==> config.mk <==
export PLATFORM = sky130hd
export DESIGN_NAME = indicator_level_controller_top
export DESIGN_NICKNAME = d
export VERILOG_FILES = /design/src/rtl/ilc_pkg.sv /design/src/rtl/ilc_eval.sv /design/src/rtl/indicator_level_controller_top.sv
export SDC_FILE = /design/constraint.sdc
export NUM_CORES = 1
export LEC_CHECK = 0
export ABC_AREA = 1
export BUFFER_PORTS_ARGS = -buffer_cell sky130_fd_sc_hd__buf_2
export CELL_PAD_IN_SITES_DETAIL_PLACEMENT = 2
export CELL_PAD_IN_SITES_GLOBAL_PLACEMENT = 2
export CORE_ASPECT_RATIO = 1.1
export CORE_MARGIN = 3
export CORE_UTILIZATION = 29
export CTS_BUF_LIST = sky130_fd_sc_hd__clkbuf_8
export DETAILED_ROUTE_END_ITERATION = 12
export HOLD_SLACK_MARGIN = 0.02
export PLACE_DENSITY = 0.9
export SLEW_MARGIN = 20
export SYNTH_ARGS = -nofsm -noshare
export SYNTH_HDL_FRONTEND = slang
export SYNTH_SLANG_ARGS = --single-unit
==> constraint.sdc <==
create_clock -name clk -period 2.1 [get_ports clk]
set_input_delay 0.315 -clock clk [delete_from_list [all_inputs] [get_ports clk]]
set_output_delay 0.315 -clock clk [all_outputs]
set_load 0.03 [all_outputs]
==> src/rtl/ilc_pkg.sv <==
// Shared types, codes and the effective-level function for the indicator level controller.
package ilc_pkg;

	localparam int NumInd    = 8;
	localparam int NumToggle = 6;
	localparam int MaskW     = 9;
	localparam int AddrW     = 3;
	localparam int DataW     = 32;

	typedef logic [1:0] level_t;
	typedef level_t [NumInd-1:0] levels_t;
	typedef logic [NumInd-1:0] pins_t;
	typedef logic [MaskW-1:0] mask_t;
	typedef logic [2:0] ind_t;
	typedef logic [1:0] status_t;

	// Level codes.
	localparam level_t LVL_OFF  = 2'd0;
	localparam level_t LVL_ON   = 2'd1;
	localparam level_t LVL_SLOW = 2'd2;
	localparam level_t LVL_FAST = 2'd3;

	// Result status codes.
	localparam status_t ST_OK          = 2'd0;
	localparam status_t ST_DISABLED    = 2'd1;
	localparam status_t ST_OVERWRITTEN = 2'd2;
	localparam status_t ST_ERROR       = 2'd3;

	// Command codes.
	localparam logic CMD_SET    = 1'b0;
	localparam logic CMD_TOGGLE = 1'b1;

	// Indicator numbers.
	localparam ind_t IND_INFO   = 3'd2;
	localparam ind_t IND_AV1    = 3'd3;
	localparam ind_t IND_AV3    = 3'd5;
	localparam ind_t IND_BUZZER = 3'd6;
	localparam ind_t IND_SD     = 3'd7;

	// Bit positions in the enable mask.
	localparam int EN_GLOBAL   = 0;
	localparam int EN_STATUS   = 1;
	localparam int EN_BUZ_SET  = 2;
	localparam int EN_BUZ_OUT  = 3;
	localparam int EN_SD       = 4;
	localparam int EN_AV_GROUP = 5;
	localparam int EN_AV1      = 6;
	localparam int EN_AV2      = 7;
	localparam int EN_AV3      = 8;

	// Register index of the enable mask.
	localparam logic REG_ENABLE_MASK = 1'b0;

	// Outcome of one item, handed from the evaluation logic to the top level.
	typedef struct packed {
		levels_t levels;
		pins_t   pins;
		status_t status;
	} eval_t;

	// Level an indicator shows once the enable bits are applied.
	function automatic level_t eff_level(input ind_t idx, input mask_t mask,
			input levels_t lv);
		logic on;
		begin
			on = 1'b0;
			case (idx)
				3'd0, 3'd1, 3'd2: on = mask[EN_STATUS];
				3'd3: on = mask[EN_AV_GROUP] & mask[EN_AV1];
				3'd4: on = mask[EN_AV_GROUP] & mask[EN_AV2];
				3'd5: on = mask[EN_AV_GROUP] & mask[EN_AV3];
				3'd6: on = mask[EN_BUZ_OUT];
				3'd7: on = mask[EN_SD];
				default: on = 1'b0;
			endcase
			eff_level = (mask[EN_GLOBAL] && on) ? lv[idx] : LVL_OFF;
		end
	endfunction

endpackage

==> src/rtl/ilc_eval.sv <==
// Single-pass evaluation of one set or toggle item against the stored levels and pins.
module ilc_eval import ilc_pkg::*; (
	input  logic    cmd,
	input  ind_t    indicator,
	input  level_t  level,
	input  mask_t   enable_mask,
	input  levels_t levels,
	input  pins_t   pins,
	output eval_t   result
);

	logic    kind_en;
	logic    refused;
	level_t  store_lvl;
	levels_t set_levels;
	pins_t   set_pins;
	pins_t   tog_pins;
	status_t set_status;
	level_t  e;

	// Enable that gates a set for the indicator's kind.
	always_comb begin
		if (indicator <= IND_INFO)
			kind_en = enable_mask[EN_STATUS];
		else if (indicator <= IND_AV3)
			kind_en = enable_mask[EN_AV_GROUP];
		else if (indicator == IND_BUZZER)
			kind_en = enable_mask[EN_BUZ_SET];
		else
			kind_en = enable_mask[EN_SD];
	end

	assign refused = !enable_mask[EN_GLOBAL] || !kind_en
		|| (eff_level(indicator, enable_mask, levels) == level);

	// Set path: exclusivity of the status lamps, forced rewrites, then static pin drive.
	always_comb begin
		set_levels = levels;
		set_status = ST_OK;
		store_lvl  = level;
		if (indicator <= IND_INFO && level != LVL_OFF) begin
			set_levels[0] = LVL_OFF;
			set_levels[1] = LVL_OFF;
			set_levels[2] = LVL_OFF;
			set_status    = ST_OVERWRITTEN;
		end
		if (indicator == IND_BUZZER && level == LVL_FAST) begin
			store_lvl  = LVL_SLOW;
			set_status = ST_OVERWRITTEN;
		end else if (indicator == IND_SD && (level == LVL_SLOW || level == LVL_FAST)) begin
			store_lvl  = LVL_ON;
			set_status = ST_OVERWRITTEN;
		end
		set_levels[indicator] = store_lvl;
		set_pins = pins;
		for (int i = 0; i < NumInd; i++) begin
			e = eff_level(ind_t'(i), enable_mask, set_levels);
			if (e == LVL_ON)
				set_pins[i] = 1'b1;
			else if (e == LVL_OFF)
				set_pins[i] = 1'b0;
		end
	end

	// Toggle path: flip the first six pins whose effective level matches the rate.
	always_comb begin
		tog_pins = pins;
		for (int i = 0; i < NumToggle; i++) begin
			if (eff_level(ind_t'(i), enable_mask, levels) == level)
				tog_pins[i] = ~pins[i];
		end
	end

	// Select the outcome.
	always_comb begin
		result.levels = levels;
		result.pins   = pins;
		result.status = ST_OK;
		if (cmd == CMD_SET) begin
			if (refused) begin
				result.status = ST_DISABLED;
			end else begin
				result.levels = set_levels;
				result.pins   = set_pins;
				result.status = set_status;
			end
		end else if (level == LVL_OFF || level == LVL_ON) begin
			result.status = ST_ERROR;
		end else begin
			result.pins = tog_pins;
		end
	end

endmodule

==> src/rtl/indicator_level_controller_top.sv <==
// Top level of the indicator level controller: input register, evaluation, result register.
// The controller takes one item per clock cycle unless in_stall is high. Each accepted item
// is first captured in an input register, then evaluated against the stored levels and pin
// register in one pass of combinational logic and written to the result register, where it
// waits while out_stall is high. The stored levels and pins are updated in the same cycle the
// result register is loaded, so back-to-back items see each other's effects. The enable mask
// lives at byte address 0 of the APB port; write it only while no item is in flight.
module indicator_level_controller_top import ilc_pkg::*; (
	input  logic             clk,
	input  logic             arst_n,
	// Input channel
	input  logic             in_valid,
	output logic             in_stall,
	input  logic             cmd,
	input  ind_t             indicator,
	input  level_t           level,
	// Result channel
	output logic             out_valid,
	input  logic             out_stall,
	output status_t          status,
	output pins_t            pin_states,
	// Configuration port
	input  logic             psel,
	input  logic             penable,
	input  logic             pwrite,
	input  logic [AddrW-1:0] paddr,
	input  logic [DataW-1:0] pwdata,
	output logic [DataW-1:0] prdata,
	output logic             pready
);

	logic    valid_s1;
	logic    cmd_s1;
	ind_t    ind_s1;
	level_t  level_s1;
	logic    advance;
	mask_t   enable_mask_q;
	levels_t levels_q;
	pins_t   pins_q;
	logic    out_valid_q;
	status_t status_q;
	pins_t   out_pins_q;
	eval_t   eval;

	assign pready = 1'b1;

	// Configuration register write and readback.
	always_ff @(posedge clk or negedge arst_n) begin
		if (!arst_n) begin
			enable_mask_q <= '0;
		end else if (psel && penable && pwrite && pready
				&& paddr[AddrW-1] == REG_ENABLE_MASK) begin
			enable_mask_q <= pwdata[MaskW-1:0];
		end
	end

	assign prdata = (paddr[AddrW-1] == REG_ENABLE_MASK)
		? {{(DataW-MaskW){1'b0}}, enable_mask_q} : '0;

	// The evaluated item moves on when the result register is free or being emptied.
	assign advance  = valid_s1 && (!out_valid_q || !out_stall);
	assign in_stall = valid_s1 && !advance;

	// Input register.
	always_ff @(posedge clk or negedge arst_n) begin
		if (!arst_n) begin
			valid_s1 <= 1'b0;
		end else if (!in_stall) begin
			valid_s1 <= in_valid;
		end
	end

	always_ff @(posedge clk) begin
		if (!in_stall && in_valid) begin
			cmd_s1   <= cmd;
			ind_s1   <= indicator;
			level_s1 <= level;
		end
	end

	ilc_eval u_eval (
		.cmd         (cmd_s1),
		.indicator   (ind_s1),
		.level       (level_s1),
		.enable_mask (enable_mask_q),
		.levels      (levels_q),
		.pins        (pins_q),
		.result      (eval)
	);

	// Indicator state: stored levels and the pin register.
	always_ff @(posedge clk or negedge arst_n) begin
		if (!arst_n) begin
			levels_q <= '0;
			pins_q   <= '0;
		end else if (advance) begin
			levels_q <= eval.levels;
			pins_q   <= eval.pins;
		end
	end

	// Result register.
	always_ff @(posedge clk or negedge arst_n) begin
		if (!arst_n) begin
			out_valid_q <= 1'b0;
		end else if (!out_valid_q || !out_stall) begin
			out_valid_q <= valid_s1;
		end
	end

	always_ff @(posedge clk) begin
		if (advance) begin
			status_q   <= eval.status;
			out_pins_q <= eval.pins;
		end
	end

	assign out_valid  = out_valid_q;
	assign status     = status_q;
	assign pin_states = out_pins_q;

endmodule

# After elaboration in Yosys (flattened, before gate mapping)
# Index checks and enable logic that the tools add are counted.
# word_totals
word_cells,157
latchBits,0
rom_bits,0
ram_bits,0
n_memories,0
ff_bits,51
out_inout_bits,45
# op_classes
n_div,0
order_cmp,4
add_sub_neg,0
mux,58
n_shift,0
n_mul,0
n_reduce_logical,41
n_eq_ne,25
bitwise_logic,12
# op_table
operator,n
$mux 2,24
$mux 1,25
$eq 2x1->1 const B,9
$logic_not 2->1,9
$logic_and 1x1->1,17
$bwmux 16,1
$eq 2x2->1,7
$eq 3x3->1 const B,4
$mux 6,2
$mux 10,1
$mux 9,1
$not 1->1,9
$mux 8,1
$bmux 2 s3,1
$demux 2 s3,1
$eq 3x2->1 const B,2
$logic_not 1->1,6
$pmux 1 s6,1
$logic_or 1x1->1,5
$eq 2x2->1 const B,2
$lt 3x4->1 const B,1
$and 1x1->1,3
$eq 3x1->1 const B,1
$ge 3x1->1 const B,1
other kinds (6),6

# Longest topological paths before layout
# depth
depth_word,12
depth_mapped,18
depth_no_buf,16

# Hierarchy
# A second synthesis with hierarchy kept.
# unflattened
hier_cells,484
hier_area_um2,3477.1
# by_module_without_submodules
mod,area_per_inst_um2,n_inst,cells_per_inst
indicator_level_controller_top,2133.3,1,213
ilc_eval,1343.8,1,271

# Worst setup path before layout
# No wires, ideal clock.
# synth_timing
kind,flip-flop to flip-flop
start,reg ind_s1[2]
end,"reg out_pins_q[3], in the netlist pin_states[3] (data pin)"
synth_period_minus_slack_ns,1.918
slack_ns,0.182
arrival_ns,1.668
setup_ns,0.249
path_stages_with_launch,16
required_time_ns,1.851
path_buffers,1
cell_sequence,edfxtp_1 > buf_4 > nor2_2 > nand3_1 > nand2_1 > nor2_1 > nand2_1 > nand3_1 > nand2_1 > nand2_1 > nand2_2 > nand3_4 > inv_1 > nand2_1 > nand2_1 > inv_1
# synth_rtl
element,line_no,text
start: declaration,indicator_level_controller_top.sv:34,ind_t ind_s1;
start signal: assignment,indicator_level_controller_top.sv:76,ind_s1 <= indicator;
end signal: assignment,indicator_level_controller_top.sv:114,out_pins_q <= eval.pins;
end: declaration,indicator_level_controller_top.sv:42,pins_t out_pins_q;

# Worst setup path in the final report
# layout_timing
start,reg ind_s1[0]
end,reg levels_q[6] (netlist bit)
# layout_between
elab_chain_cells,9
word_cells_on_any_way,35
# layout_lines
element,line_no,text
$eq 3x1->1 (tied with other cells),ilc_pkg.sv:67,case (idx)
$reduce_or 3->1 / $mux 1 (equally long branches),"ilc_pkg.sv:67, ilc_eval.sv:27",
$pmux 1 s6 / $mux 1 (equally long branches),"ilc_pkg.sv:67, ilc_eval.sv:25",
$logic_and 1x1->1 / $mux 1 (equally long branches),"ilc_pkg.sv:76, ilc_eval.sv:23",
$mux 2 / $logic_not 1->1 (equally long branches),"ilc_pkg.sv:76, ilc_eval.sv:33",
$eq 2x2->1 / $logic_or 1x1->1 (equally long branches),"ilc_eval.sv:34, ilc_eval.sv:33",
$logic_or 1x1->1,ilc_eval.sv:34,"|| (eff_level(indicator, enable_mask, levels) == level);"
$not 1->1 (no line),-,
$reduce_and 3->1 (no line),-,
end signal: assignment,indicator_level_controller_top.sv:97,levels_q <= eval.levels;
end: declaration,indicator_level_controller_top.sv:38,levels_t levels_q;
# Parallel ways exist; a longest one is shown, timed or not. The select of a mux whose other input is x is not followed.
# A chain may end at the register's enable or synchronous reset.

==> impl_metrics.env <==
export IMPL_whs_endpoint="level_s1[0]$_DFFE_PP_"
export IMPL_avgSynthCellArea_um2=7.52
export IMPL_detail_route_antenna_nets=0
export IMPL_syn2layout_area_growth_pct=28.9
export IMPL_cts_made_buffers=5
export IMPL_ys_ff_latch=51
export IMPL_drtIter0Drc=122
export IMPL_power_leakage_nw=1.99
export IMPL_htreeDepth=2
export IMPL_power_density_nw_per_um2=1020
export IMPL_ir_worst_vdd_mv=0.397
export IMPL_rr_endpoint="levels_q[6]$_DFFE_PN0P_"
export IMPL_status="complete, but fails checks"
export IMPL_criticalPathCategory="register to register"
export IMPL_synth_common_cells="nand2_1, inv_1, dfrtp_1"
export IMPL_critPathLaunch="ind_s1[0]$_DFFE_PP_"
export IMPL_rsz0062_at_grt="yes"
export IMPL_endpoint_kind="register"
export IMPL_wirelength_um=13000
export IMPL_synthArstFlopShare=0.686
export IMPL_cp_required_ps=2340
export IMPL_cts_tree="done"
export IMPL_hold_slack_ps=159
export IMPL_start_kind="register"
export IMPL_max_clock_path_buffers=2
export IMPL_antenna_found_initial=0
export IMPL_rrSetupSlack_ps=-340
export IMPL_ys_seq_area_frac=0.434
export IMPL_setup_viol=34
export IMPL_io_pin_count=93
export IMPL_violations="setup timing"
export IMPL_grt_pass1_wl_um=19300
export IMPL_grt_pass1_vias=3596
export IMPL_globalRouteTotalUtil=0.203
export IMPL_arrival_ps=2680
export IMPL_reg2reg_from="ind_s1[0]$_DFFE_PP_"
export IMPL_setup_ws_ps=-336
export IMPL_dp_hpwl_um=8340
export IMPL_start_util=0.299
export IMPL_muxShareOfSynthArea=0
export IMPL_grt_overflow=0
export IMPL_avgViaCountPerCell=4.91
export IMPL_first_pass_iters=4
export IMPL_yosysMostFrequentCell="nand2_1"
export IMPL_ctsRootBufferMaster="clkbuf_8"
export IMPL_vias=3180
export IMPL_cts_clk_slew_worst_paths_ps=100
export IMPL_diodes=0
export IMPL_synth_distinct_cells=34
export IMPL_slew_headroom=0.543
export IMPL_synth_compound_area_frac=0.108
export IMPL_drv_slew=0
export IMPL_hold_viol_final=0
export IMPL_syn_area_um2=3130
export IMPL_dieArea_um2=12100
export IMPL_holdCritStartpoint="level[0]"
export IMPL_period_share=1.16
export IMPL_yosys_area_share_simple=0.289
export IMPL_core_area_um2=10400
export IMPL_final_cells=648
export IMPL_gp_congestion=0.845
export IMPL_synth_xor_xnor_area_share=0.0252
export IMPL_synth_top_family_by_area="simple AND/OR/NAND/NOR gates"
export IMPL_hold_path_cell_count=1
export IMPL_tightest_slew_ps=684
export IMPL_cp_max_fo=6
export IMPL_synthTopCellsByArea="dfrtp_1, edfxtp_1, nand2_1"
export IMPL_clock_sinks=51
export IMPL_die_y_um=115
export IMPL_synth_top_cell_area_share=0.280
export IMPL_drv_cap=0
export IMPL_final_nets=552
export IMPL_synth_ff_type="dfrtp_1"
export IMPL_port_buffers=43
export IMPL_synth_edf_count=16
export IMPL_clkLatencyLatePin_ps=320
export IMPL_rows=39
export IMPL_die_x_um=105
export IMPL_synthAdderAreaFrac=0
export IMPL_drive_above_1_share=0.301
export IMPL_yosysTopAreaCell="dfrtp_1"
export IMPL_dp_cells=624
export IMPL_timing_final_crit_period_ps=2440
export IMPL_utilization=0.386
export IMPL_synthCells=416
export IMPL_grt_start_max_net_pins=19
export IMPL_drc=0
export IMPL_routedWlPerCell_um=20.1
export IMPL_fmax_mhz=411
export IMPL_skew_ps=7.43
export IMPL_yosys_warnings=0
export IMPL_r2r_cells=12
export IMPL_hold_path_class="input port to register"
## flip-flops by register name (all words and copies together) (netlist names)
signal         flops
cmd_s1             1
pin_states         8
ind_s1             3
out_valid          1
levels_q          16
status             2
valid_s1           1
enable_mask_q      9
level_s1           2
pins_q             8
## critical path, stage by stage, from the launching register on
cell	delay [ps]
edfxtp_1	610
buf_6	200
nand4_1	110
buf_4	160
buf_4	130
a41oi_1	230
buf_4	180
nand3_4	120
nor2_4	170
buf_12	150
buf_6	110
nand2_1	60
o21ai_1	120
## cell families after synthesis
group           Yosys count
compound gates           61
xor+xnor                  9
buf+inv                  85
flops                    51
other cells               2
simple gates            208
## metrics by stage
| stage | setup TNS, ps | worst slack, ps | cell area [µm²] | power [mW] |
|---|---|---|---|---|
| 2_1_floorplan | 0 | 182 | 3210 | 2.60 |
| 4_1_cts | -1910 | -102 | 3910 | 3.95 |
| 5_1_grt | -13160 | -463 | 4030 | 4.39 |
| 3_3_place_gp | -42.0 | -42.0 | 3610 | 2.97 |
| 3_5_place_dp | -3410 | -188 | 3610 | 3.13 |
| 6_report | -8440 | -336 | 4030 | 4.11 |
## cell type report
cell class                 count  area, µm²
sequential                    51       1360
inverter                      49        195
timing repair inverter         1       6.26
multi-input combinational    302       1530
clock inverter                 3       38.8
clock buffer                   5       68.8
timing repair buffer          94        658
fill                        1225       6410
tap                          143        179
## repair_timing
action,in CTS,in global routing
pin swaps,19,16
setup endpoints to repair,34,34
setup buffers,8,6
resized for setup,50,23
hold buffers,1,0
cloned,0,1
endpoints found under the hold margin,4,0
## layer usage
layer | vias to the layer above | share of wire | global-route usage
met2 | 92 | 0.55 | 0.383
met3 | 15 | 0.033 | 0.0393
met5 | - | 0 | 0
met4 | 0 | 0.015 | 0.0656
met1 | 1604 | 0.40 | 0.232
li1 | 1469 | - | -
## cell usage in the layout (no fill, tap or decap), drive strengths merged
cell	count
o22ai	1
clkinv	4
nor4	1
o21bai	1
nand4	14
o211ai	3
buf	93
dfrtp	35
conb	24
inv	47
a41oi	1
nand3b	3
nor3	3
a31oi	1
clkinvlp	1
bufinv	1
nand2	127
clkbuf	5
nand3	25
a21oi	17
xnor2	6
xor2	3
o21ai	36
dlygate4sd3	1
edfxtp	16
a2111oi	1
nor2	35
## how the worst max path moves through the flow
stage	cells past startpoint	endpoint
final	12	levels_q[6]$_DFFE_PN0P_
after global routing	12	levels_q[6]$_DFFE_PN0P_
after CTS	13	status[1]$_DFFE_PP_
after detailed placement	13	pin_states[3]$_DFFE_PP_
after global placement	14	pin_states[3]$_DFFE_PP_
after floorplan	15	pin_states[3]$_DFFE_PP_
## power breakdown
| part | internal [mW] | switching [mW] | leakage [nW] |
|---|---|---|---|
| logic | 0.598 | 1.20 | 1.35 |
| registers | 1.34 | 0.261 | 0.586 |
| clock network | 0.350 | 0.367 | 0.0556 |
| total | 2.29 | 1.83 | 1.99 |
Power figures use the tool's default switching activity.
